[config.mk]
export PLATFORM = sky130hd
export DESIGN_NAME = injac_mul
export DESIGN_NICKNAME = d
export VERILOG_FILES = /design/src/sv/injac_pkg.sv /design/src/sv/injac_mul.sv
export SDC_FILE = /design/constraint.sdc
export NUM_CORES = 2
export LEC_CHECK = 0
export BUFFER_PORTS_ARGS = -buffer_cell sky130_fd_sc_hd__buf_2
export CAP_MARGIN = 20
export CORE_AREA = 10 10 312 314
export CTS_BUF_LIST = sky130_fd_sc_hd__clkbuf_8
export CTS_CLUSTER_SIZE = 20
export DETAILED_ROUTE_END_ITERATION = 10
export DIE_AREA = 0 0 322 324
export PLACE_DENSITY = 0.56
export SLEW_MARGIN = 0
export SYNTH_ARGS = -nofsm -noshare
export SYNTH_HDL_FRONTEND = slang
export SYNTH_SLANG_ARGS = --single-unit
[constraint.sdc]
create_clock -name clk -period 20 [get_ports clk]
set_input_delay 1 -clock clk [delete_from_list [all_inputs] [get_ports clk]]
set_output_delay 1 -clock clk [all_outputs]
set_load 0.05 [all_outputs]
[src/sv/injac_pkg.sv]
// ----------------------------------------------------------------------------
// injac_pkg: shared types and constants
// Fixed field widths, result kinds and the configuration register indices.
// ----------------------------------------------------------------------------
`default_nettype none
package injac_pkg;
	localparam int unsigned VALUE_W = 32;
	localparam int unsigned IDX_W   = 11;
	localparam int unsigned KIND_W  = 2;
	localparam int unsigned CFG_W   = 32;
	localparam int unsigned CFG_IDX_W = 1;

	localparam logic [CFG_IDX_W-1:0] REG_CELL_COUNT = 1'd0;
	localparam logic [CFG_IDX_W-1:0] REG_INLET_PT   = 1'd1;

	localparam logic signed [VALUE_W-1:0] Q_ONE     = 32'sh0001_0000;
	localparam logic signed [VALUE_W-1:0] Q_NEG_ONE = 32'shFFFF_0000;

	typedef enum logic [KIND_W-1:0] {
		KIND_MATRIX  = 2'd0,
		KIND_RHS     = 2'd1,
		KIND_MOM_RMS = 2'd2,
		KIND_CON_RMS = 2'd3
	} kind_t;

	typedef struct packed {
		kind_t                     kind;
		logic [IDX_W-1:0]          row;
		logic [IDX_W-1:0]          column;
		logic signed [VALUE_W-1:0] value;
		logic                      last;
	} result_t;

	typedef struct packed {
		logic signed [VALUE_W-1:0] density;
		logic signed [VALUE_W-1:0] velocity;
		logic signed [VALUE_W-1:0] pressure;
		logic signed [VALUE_W-1:0] area;
	} cell_t;

	// Saturate a 64-bit signed value to 32 bits
	function automatic logic signed [VALUE_W-1:0] sat32(input logic signed [63:0] v);
		logic signed [VALUE_W-1:0] r;
		if (v > 64'sh0000_0000_7FFF_FFFF)
			r = 32'sh7FFF_FFFF;
		else if (v < -64'sh0000_0000_8000_0000)
			r = 32'sh8000_0000;
		else
			r = v[VALUE_W-1:0];
		return r;
	endfunction
endpackage
`default_nettype wire

[src/sv/injac_mul.sv]
// ----------------------------------------------------------------------------
// injac_mul: shared Q16.16 multiplier
// Registered signed product, floor-shifted by 16 and saturated.
// ----------------------------------------------------------------------------
`default_nettype none
module injac_mul (
	input  wire logic               clk,
	input  wire logic signed [31:0] a,
	input  wire logic signed [31:0] b,
	output logic signed [31:0]      prod,
	output logic [63:0]             square
);
	import injac_pkg::*;
	logic signed [63:0] p_s1;
	always_ff @(posedge clk) p_s1 <= 64'(a) * 64'(b);
	// Arithmetic shift is floor division by 2^16
	assign prod   = sat32(p_s1 >>> 16);
	assign square = p_s1;
endmodule
`default_nettype wire

==> summary.txt <==
Yosys
  – Ys flop type: dfxtp_1
  – Synth async-reset ratio: 0
  – Synthesized net count: about 5.3k
  – Seq/Total Area, Yosys: 0.03387
  – Mean area per synthesized cell: approximately 9.4 um2
  – Library cells used by synthesis: 52
  – Top cell type's share of synthesized area: 0.5727
  – Synth Instances: 4014
  – Synth Register Bits: between 60 and 70
  – Post-synth top area cell: fa_1
  – Synth top area cells: fa_1, inv_1, and2_1, ha_1, nand2_1
  – Synth cell count leaders: fa_1, inv_1, and2_1
  – Post-synth design cell area: 37820 um2
  – Most numerous cell in the Yosys netlist: fa_1
  – Post-synth EDFFs: 0
  – YS warnings: 0

Clock tree
  – Clk root buf: clkbuf_8
  – Total CTS buffers: 9
  – H-tree levels: 3
  – CTS tree: done
  – CTS hold repair buffers: 0
  – CTS Sinks: 64
  – Clock Path Buffers: 2
  – Post-CTS setup buffers: 0
  – Post-CTS sizing: 0
  – Clk slew on worst S/H paths: ~0.07 ns

Place
  – IO buf count: 160
  – Placed cell areas: about 40000 um2
  – Global placement routability congestion: 0.8634
  – Hpwl dp: between 80000 and 90000 um

Floorplan
  – Initial core utilization: 0.4151
  – Core area: between 90000 and 100000 um2
  – Die ar.: roughly 100000 um2
  – Die W: about 320 um
  – IO Pins: 161
  – Die H: roughly 320 um
  – Cell row count: ~110

Setup path
  – Critical path required time: 20.28 ns
  – Crit-path max FO: 32
  – CP Capture Type: register
  – Worst setup path category: input pin to register
  – CP arrival: between 9 and 10 ns
  – Critical path launch point type: input pin

Timing
  – Worst slew margin: 0.3337
  – Final Hold Fails: 0
  – Max-slew violations: 0
  – Setup total negative slack: 0 ns
  – Final period utilization: 0.4594
  – Tightest Pin Transition: 0.9994 ns
  – RSZ-0062 raised after global routing: no
  – Final setup viols: 0
  – Period minus WS final: just over 9 ns
  – Fmax: roughly 110 MHz

Cells and area
  – Max reg flops: 64
  – Layout area overhead: 5.025%
  – Share of cells above drive strength 1: 0.05222
  – Post-route cell area: between 30000 and 40000 um2
  – Nets: between 5k and 6k
  – # fillers: between 9k and 10k
  – Final Util: 0.4360

Run
  – Max-Cap Viols: 0

Route
  – Length of the first detailed-routing pass in iterations: 7
  – ANT nets after route: 0
  – Total Routed Length: between 100000 and 150000 um
  – # DRC: 0
  – Via density: roughly 5
  – Routed len/inst: approximately 20 um
  – Routed vias: between 20k and 30k
  – Initial DRC count: between 1k and 1.5k

Worst hold path
  – Hold crit path type: input pin to register
  – Hold Path Origin: a[0]
  – Hold path depth: 3
  – WHS Endpoint: square[0]

Status
  – Outcome: finished, final reports clean

Global routing
  – Largest net degree at the start of global routing: 33
  – Initial antenna violation count: 6
  – Total GRT Usage: 0.2063
  – Vias in the first global route: between 20k and 30k
  – Grt ovf: 0
  – First-pass GRT wire length: roughly 170000 um
==> per-stage QoR <==
stage / setup slack [ns] / hold WS [ns] / instances
after global placement: 10.63 / 1.476 / 5172
final: 10.81 / 1.261 / 5195
after detailed placement: 10.50 / 1.477 / 5172
after floorplan: 11.52 / 1.127 / 4014
after CTS: 10.87 / 1.234 / 5188
after global routing: 10.32 / 1.250 / 5189
==> kinds of logic after synthesis <==
logic type | share of synthesized area
simple gates | 0.1580
xor+xnor | 0.01644
buf+inv | 0.1179
compound gates | 0.04023
fa+ha+maj | 0.6336
flops | 0.03387
==> metal layers <==
layer,vias up,wire length (um),global-route usage,part of all wire
li1,11447,-,-,-
met1,13922,39190,0.2407,0.38
met2,558,57060,0.3872,0.55
met3,160,3370,0.02062,0.032
met4,6,4370,0.07605,0.042
met5,-,38,0,0.00037
==> worst max path at each step <==
| stage | from | end | cells past startpoint |
|---|---|---|---|
| floorplan | a[31] | square[63] | 25 |
| global placement | a[31] | square[63] | 27 |
| detailed placement | a[31] | square[63] | 27 |
| CTS | a[31] | square[63] | 27 |
| global route | a[31] | square[63] | 27 |
| finish | a[31] | square[63] | 25 |
==> cells in the final DEF (no fill, tap or decap), drive strengths merged, types with 3 or more instances in the layout <==
master and instances:
a211oi 7, a21boi 3, a21o 51, a21oi 74, a31oi 7, a41oi 4
and2 524, and3 8, buf 184, clkbuf 9, clkinv 3, dfxtp 64
diode 7, fa 1082, ha 184, inv 977, nand2 518, nand2b 12
nand3 18, nand4 12, nor2 59, nor2b 6, nor3 12, nor4 7
o2111ai 3, o211ai 8, o21a 7, o21ai 43, o21bai 11, o31ai 6
o41ai 3, xnor2 46, xor2 25
==> final cells by class <==
cell class                      instances  area (um2)  share of cell area
Clock buffer                            9       123.9            0.003118
Multi-Input combinational cell       2762       32110              0.8083
Timing Repair Buffer                  184       980.9             0.02469
Tap cell                             1186        1484             0.03736
Sequential cell                        64        1281             0.03225
Inverter                              976        3664             0.09223
Clock inverter                          7       63.81            0.001606
Antenna cell                            7       17.52           0.0004410
==> worst max-delay path: stages <==
cell	delay, ns
buf_2	0.47
nand2_1	0.18
inv_1	0.17
fa_1	0.46
fa_1	0.55
fa_1	0.68
fa_1	1.02
inv_1	0.40
fa_1	0.58
inv_1	0.05
fa_1	0.52
inv_1	0.05
fa_1	0.47
inv_1	0.05
fa_1	0.45
ha_1	0.37
and3_1	0.25
and3_1	0.21
nand3_1	0.11
nor2_1	0.07
a2111oi_0	0.46
o31a_1	0.23
a21oi_2	0.07
or4b_1	0.46
o2111ai_1	0.10
Power is left out: the tool's default activity adds up to more than one toggle a clock period on the data nets, which glitch-free logic cannot reach.
