[src/sv/injac_pkg.sv]
// ----------------------------------------------------------------------------
// injac_pkg: shared types and constants
// Fixed field widths, result kinds and the configuration register indices.
// ----------------------------------------------------------------------------
`default_nettype none
package injac_pkg;
	localparam int unsigned VALUE_W = 32;
	localparam int unsigned IDX_W   = 11;
	localparam int unsigned KIND_W  = 2;
	localparam int unsigned CFG_W   = 32;
	localparam int unsigned CFG_IDX_W = 1;

	localparam logic [CFG_IDX_W-1:0] REG_CELL_COUNT = 1'd0;
	localparam logic [CFG_IDX_W-1:0] REG_INLET_PT   = 1'd1;

	localparam logic signed [VALUE_W-1:0] Q_ONE     = 32'sh0001_0000;
	localparam logic signed [VALUE_W-1:0] Q_NEG_ONE = 32'shFFFF_0000;

	typedef enum logic [KIND_W-1:0] {
		KIND_MATRIX  = 2'd0,
		KIND_RHS     = 2'd1,
		KIND_MOM_RMS = 2'd2,
		KIND_CON_RMS = 2'd3
	} kind_t;

	typedef struct packed {
		kind_t                     kind;
		logic [IDX_W-1:0]          row;
		logic [IDX_W-1:0]          column;
		logic signed [VALUE_W-1:0] value;
		logic                      last;
	} result_t;

	typedef struct packed {
		logic signed [VALUE_W-1:0] density;
		logic signed [VALUE_W-1:0] velocity;
		logic signed [VALUE_W-1:0] pressure;
		logic signed [VALUE_W-1:0] area;
	} cell_t;

	// Saturate a 64-bit signed value to 32 bits
	function automatic logic signed [VALUE_W-1:0] sat32(input logic signed [63:0] v);
		logic signed [VALUE_W-1:0] r;
		if (v > 64'sh0000_0000_7FFF_FFFF)
			r = 32'sh7FFF_FFFF;
		else if (v < -64'sh0000_0000_8000_0000)
			r = 32'sh8000_0000;
		else
			r = v[VALUE_W-1:0];
		return r;
	endfunction
endpackage
`default_nettype wire

[src/sv/injac_sqrt.sv]
// ----------------------------------------------------------------------------
// injac_sqrt: iterative divide and square root
// Restoring divide of a 64-bit sum by an 11-bit count, then a
// two-bit-per-cycle integer square root.
// ----------------------------------------------------------------------------
`default_nettype none
module injac_sqrt (
	input  wire logic        clk,
	input  wire logic        arst_n,
	input  wire logic        start,
	input  wire logic [63:0] sum,
	input  wire logic [10:0] divisor,
	output logic             done,
	output logic [31:0]      root
);
	import injac_pkg::*;

	typedef enum logic [2:0] {
		SQ_IDLE = 3'b001,
		SQ_DIV  = 3'b010,
		SQ_ROOT = 3'b100
	} sq_state_t;

	sq_state_t   state_q;
	logic [63:0] quo_q;
	logic [10:0] rem_q;
	logic [10:0] div_q;
	logic [5:0]  cnt_q;
	logic [63:0] num_q;
	logic [63:0] res_q;
	logic [63:0] bit_q;
	logic [11:0] rem_sh;
	logic [63:0] trial;

	assign rem_sh = {rem_q, quo_q[63]};
	assign trial  = res_q + bit_q;

	always_ff @(posedge clk or negedge arst_n) begin
		if (!arst_n) begin
			state_q <= SQ_IDLE;
			done    <= 1'b0;
			cnt_q   <= '0;
		end else begin
			done <= 1'b0;
			case (state_q)
				SQ_IDLE: begin
					if (start) begin
						state_q <= SQ_DIV;
						cnt_q   <= '0;
					end
				end
				SQ_DIV: begin
					cnt_q <= cnt_q + 6'd1;
					if (cnt_q == 6'd63) state_q <= SQ_ROOT;
				end
				SQ_ROOT: begin
					cnt_q <= cnt_q + 6'd1;
					if (cnt_q == 6'd31) begin
						state_q <= SQ_IDLE;
						done    <= 1'b1;
					end
				end
				default: state_q <= SQ_IDLE;
			endcase
		end
	end

	always_ff @(posedge clk) begin
		case (state_q)
			SQ_IDLE: begin
				quo_q <= sum;
				rem_q <= '0;
				div_q <= divisor;
			end
			SQ_DIV: begin
				if (rem_sh >= {1'b0, div_q}) begin
					rem_q <= 11'(rem_sh - {1'b0, div_q});
					quo_q <= {quo_q[62:0], 1'b1};
				end else begin
					rem_q <= rem_sh[10:0];
					quo_q <= {quo_q[62:0], 1'b0};
				end
				if (cnt_q == 6'd63) begin
					res_q <= '0;
					bit_q <= 64'h4000_0000_0000_0000;
				end
			end
			SQ_ROOT: begin
				if (cnt_q == 6'd0) num_q <= quo_q;
				if (cnt_q != 6'd0) begin
					if (num_q >= trial) begin
						num_q <= num_q - trial;
						res_q <= (res_q >> 1) + bit_q;
					end else begin
						res_q <= res_q >> 1;
					end
					bit_q <= bit_q >> 2;
				end
			end
			default: ;
		endcase
	end

	// The root state first only loads the radicand, then 31 registered steps
	// follow, and the 32nd step is formed here
	logic [63:0] res_fin;
	always_comb begin
		res_fin = res_q;
		if (num_q >= trial) res_fin = (res_q >> 1) + bit_q;
		else res_fin = res_q >> 1;
		root = (res_fin > 64'h7FFF_FFFF) ? 32'h7FFF_FFFF : res_fin[31:0];
	end
endmodule
`default_nettype wire

[config.mk]
export PLATFORM = sky130hd
export DESIGN_NAME = injac_sqrt
export DESIGN_NICKNAME = d
export VERILOG_FILES = /design/src/sv/injac_pkg.sv /design/src/sv/injac_sqrt.sv
export SDC_FILE = /design/constraint.sdc
export NUM_CORES = 1
export LEC_CHECK = 0
export BUFFER_PORTS_ARGS = -buffer_cell sky130_fd_sc_hd__buf_2
export CAP_MARGIN = 25
export CELL_PAD_IN_SITES_DETAIL_PLACEMENT = 2
export CELL_PAD_IN_SITES_GLOBAL_PLACEMENT = 2
export CORE_ASPECT_RATIO = 1.25
export CORE_MARGIN = 3
export CORE_UTILIZATION = 43
export CTS_BUF_LIST = sky130_fd_sc_hd__clkbuf_4
export DETAILED_ROUTE_END_ITERATION = 10
export MAX_ROUTING_LAYER = met4
export PLACE_DENSITY = 0.93
export SLEW_MARGIN = 15
export SYNTH_ARGS = -nofsm -noshare
export SYNTH_HDL_FRONTEND = slang
export SYNTH_SLANG_ARGS = --single-unit
[constraint.sdc]
create_clock -name clk -period 21.5 [get_ports clk]
set_input_delay 3.225 -clock clk [delete_from_list [all_inputs] [get_ports clk]]
set_output_delay 3.225 -clock clk [all_outputs]
set_load 0.005 [all_outputs]
==> reports/metrics.cfg <==
[run_status]
outcome = complete, no violations

[yosys]
synth_cell_types = 88
ys_dominant_reg_cell = edfxtp_1
synth_warnings = 0
synthesized_area_divided_by_synthesized_cell_count_sq_um = 8.49
synth-seq-cells = 256
synth_enable_flop_cells = 246
asyncSetResetFlopFracSynth_pct = 3.91
syn-cell-area_sq_um = 20600
postSynthNetCount = 2650
syn_inst = 2427
ys_seq_area_share_pct = 37.1

[sta]
max_freq_mhz = 78.8
skew_ns = 0.116
setup_repair_after_global_routing_missed_its_margin = no
finalWorstPathRequiredPeriod_ns = 12.68
max_slew.worst_pin.slew_ns = 1.10
finalCritPeriodShare_pct = 59.0
hold_viol_final = 0
timing.slew.headroom_pct = 26.4
fin_tns_setup_ns = 0
drv_slew = 0
setup_viol_count_final = 0
fin_hold_ws_ns = 0.570

[pwr]
internal_power_contribution_mw = 1.65
switching_share_pct = 51.6
post-layout-total-power_mw = 3.41
power.clock.fraction_pct = 15.8
switching_power_mw = 1.76
max-vdd-ir-drop_v = 0.000222
cellPowerDensity_nw_per_um2 = 151
combPwrFrac_pct = 57.2
p_seq_share_pct = 27.0
leakage_nw = 8.98

[worst_setup_path]
cp.arrival_ns = 9.46
setup.worst_path.start = res_q[18]
worst-setup-path-type = flop to output port
cpPeakStageDelay_ns = 0.65
worst_r2r_path_depth = 22
critical_path_peak_fanout = 61
endpoint_of_the_worst_register_to_register_path = num_q[51]
critical_path_sink_type = output port
worstReg2RegStart = res_q[18]
crit_top_cell = a21oi_1
timing.critical_path.to = root[11]
crit_slowest_cell = or4_1
crit_required_ns = 18.27
setup.reg_to_reg.worst_slack_ns = 13.28
timing.critical_path.depth = 26
worst_path_dominant_cell_family = compound AO/OA/AOI/OAI gates
setup.worst_path.start_class = flop
cp_num_buf_inv = 2

[clocking]
ctsRootBufferMaster = clkbuf_4
h-tree-depth = 3
quantity_of_gates_resized_following_cts = 0
total_setup_buffers_inserted_after_cts = 0
cts_buffer_depth = 3
clock_buffer_count_from_cts = 75
cts_tree = yes
clock_latency_reported_for_the_late_side_of_the_worst_skew_pair_ns = 0.93
cts_sinks = 256
clk_pin_slew_worst_paths_ns = 0.08
ctsHoldBuffers = 0

[finish]
layout.filler_cells = 5211
post_route_cells_drive_above_1_share_pct = 12.8
finish.net_count = 2733
layout_common_cells = 428 x nand2_1, 251 x nor2_1, 246 x edfxtp_1
most_common_cell_after_layout_fill_and_taps_aside = nand2_1
layout.core_utilization_pct = 47.9
final_cell_area_sq_um = 22700
area.growth.synth_to_final_pct = 9.97

[floorplanning]
die-height_um = 251
floorplan.initialDensity_pct = 43.5
fp.dieArea_sq_um = 50600
std_cell_rows = 89
core_sq_um = 47300
top_level_ports = 111
die_w_um = 202

[placed_design]
post-dp-hpwl_um = 60400
io_buffers = 109
gp_congestion = 0.961
placement.cell_area_sq_um = 21600

[grt]
grt_max_degree = 84
grt_pass1_vias = 23500
grt_remaining_overflow = 0
grt_pass1_wl_um = 140000
initial_antenna_violation_count = 4
grt_usage_pct = 36.3

[min_path]
hold_start = state_q[0]
hold_path.class = flop to flop

[drt]
vias_per_cell = 6.43
detailedRoute.firstIterationViolations = 1362
detail_route.drc_violations = 0
routedLengthMet1_um = 31500
total_via_count_after_detailed_routing = 20600
dr.max_layer_used = met4
drt-pass1-iter-count = 5
wl_met3_um = 3630
drt.antenna.violating_nets = 0
avgRoutedWirePerCell_um = 28.2
met2RoutedLength_um = 48100
drt-total-wl_um = 90500

[flow_run]
max-cap-violations = 0

-- kinds of logic (layout without fill, tap and decap cells) --
family | after synthesis | after routing | share of synthesized area (%)
AO/OA/AOI/OAI | 652 | 652 | 20.1
XOR/XNOR | 184 | 184 | 7.82
adder cells (fa/ha/maj) | 145 | 145 | 8.88
buffers and inverters | 174 | 318 | 3.31
flip-flops | 256 | 256 | 37.1
multiplexers | 13 | 13 | 0.638
other | 1 | 4 | 0.0182
AND/OR/NAND/NOR | 1002 | 1002 | 22.2
-- sequential cells by signal, summed over array words and instances (netlist names), 3 cells and up --
register	cells
bit_q	32
cnt_q	6
div_q	11
num_q	64
quo_q	64
rem_q	11
res_q	64
state_q	3
-- stage by stage --
| stage | setup slack (ns) | std cells |
|---|---|---|
| floorplan | 12.32 | 2427 |
| finish | 8.82 | 3211 |
| global route | 8.34 | 3211 |
| CTS | 8.92 | 3208 |
| detailed placement | 10.21 | 3070 |
| global placement | 10.80 | 3070 |
-- power groups by stage --
stage                     Combinational [mW]  Clock [mW]  Sequential (mW)
after detailed placement                1.83           0            0.915
after floorplan                         1.29           0            0.843
after CTS                               1.92       0.548            0.915
after global placement                  1.68           0            0.900
after global routing                    2.10       0.568            0.931
final                                   1.95       0.540            0.920
-- synth_stat cells (6+ instances only) --
| library cell | n | area, sq um |
|---|---|---|
| a21o_1 | 51 | 383 |
| and4_1 | 7 | 61.3 |
| a221o_1 | 10 | 100 |
| and2_1 | 17 | 106 |
| nand2_1 | 431 | 1620 |
| dfrtp_1 | 9 | 225 |
| o21a_1 | 11 | 82.6 |
| inv_1 | 54 | 203 |
| o21bai_1 | 31 | 233 |
| nor2b_1 | 28 | 175 |
| clkbuf_1 | 109 | 409 |
| nand3b_1 | 7 | 52.6 |
| nand2b_1 | 13 | 81.3 |
| o21ai_0 | 137 | 686 |
| or2_2 | 9 | 56.3 |
| ha_1 | 143 | 1790 |
| or3_1 | 10 | 62.6 |
| xor2_1 | 87 | 762 |
| nor3_1 | 31 | 155 |
| o21ai_1 | 7 | 35.0 |
| nand4_1 | 45 | 282 |
| nand2_2 | 30 | 188 |
| o31ai_1 | 12 | 90.1 |
| a31o_2 | 18 | 158 |
| o22ai_1 | 9 | 56.3 |
| nand3_1 | 36 | 180 |
| a211oi_1 | 22 | 165 |
| xnor2_1 | 97 | 850 |
| a21oi_1 | 194 | 971 |
| a21boi_0 | 11 | 82.6 |
| nor2_1 | 251 | 942 |
| mux2i_1 | 12 | 120 |
| or4_1 | 9 | 67.6 |
| o31a_1 | 10 | 87.6 |
| a311oi_1 | 6 | 52.6 |
| a31oi_1 | 61 | 382 |
| and3_1 | 52 | 325 |
| nor4_1 | 13 | 81.3 |
| o211ai_1 | 9 | 67.6 |
| edfxtp_1 | 246 | 7390 |
-- metal layers --
metal,track usage (%),vias up
met2,66.4,810
li1,-,9018
met1,35.0,10400
met3,5.29,425
met4,25.1,0
met5,-,-
-- worst min-delay path by stage --
stage / to / depth (start not counted)
final: state_q[2] / 1
after global routing: quo_q[38] / 2
after CTS: state_q[2] / 1
after detailed placement: cnt_q[1] / 1
after global placement: state_q[2] / 1
after floorplan: done / 1
-- final cells by class --
type	instances	area [sq um]	share of cell area [%]
tap	637	797	3.52
sequential	256	7640	33.7
clock inverter	35	239	1.05
timing repair buffer	126	673	2.97
antenna	3	7.51	0.0331
multi-input combinational	1997	12300	54.4
clock buffer	103	773	3.41
inverter	54	203	0.895
-- worst reg2reg max path, cell delays in order (launching register included) --
cell,delay (ns)
edfxtp_1,0.55
ha_1,0.43
a31oi_1,0.24
o21bai_1,0.10
a31o_2,0.27
a211oi_1,0.39
a21boi_0,0.53
o21ai_0,0.38
a31o_2,0.33
a31oi_1,0.25
xor2_1,0.39
ha_1,0.39
nand2_1,0.16
or3_1,0.43
o21a_1,0.25
o21ai_0,0.27
o2111ai_1,0.29
nand2_4,0.66
buf_4,0.76
nor2_1,0.15
a311oi_1,0.32
a21oi_1,0.09
a21oi_1,0.37
(Power assumes the default switching activity.)
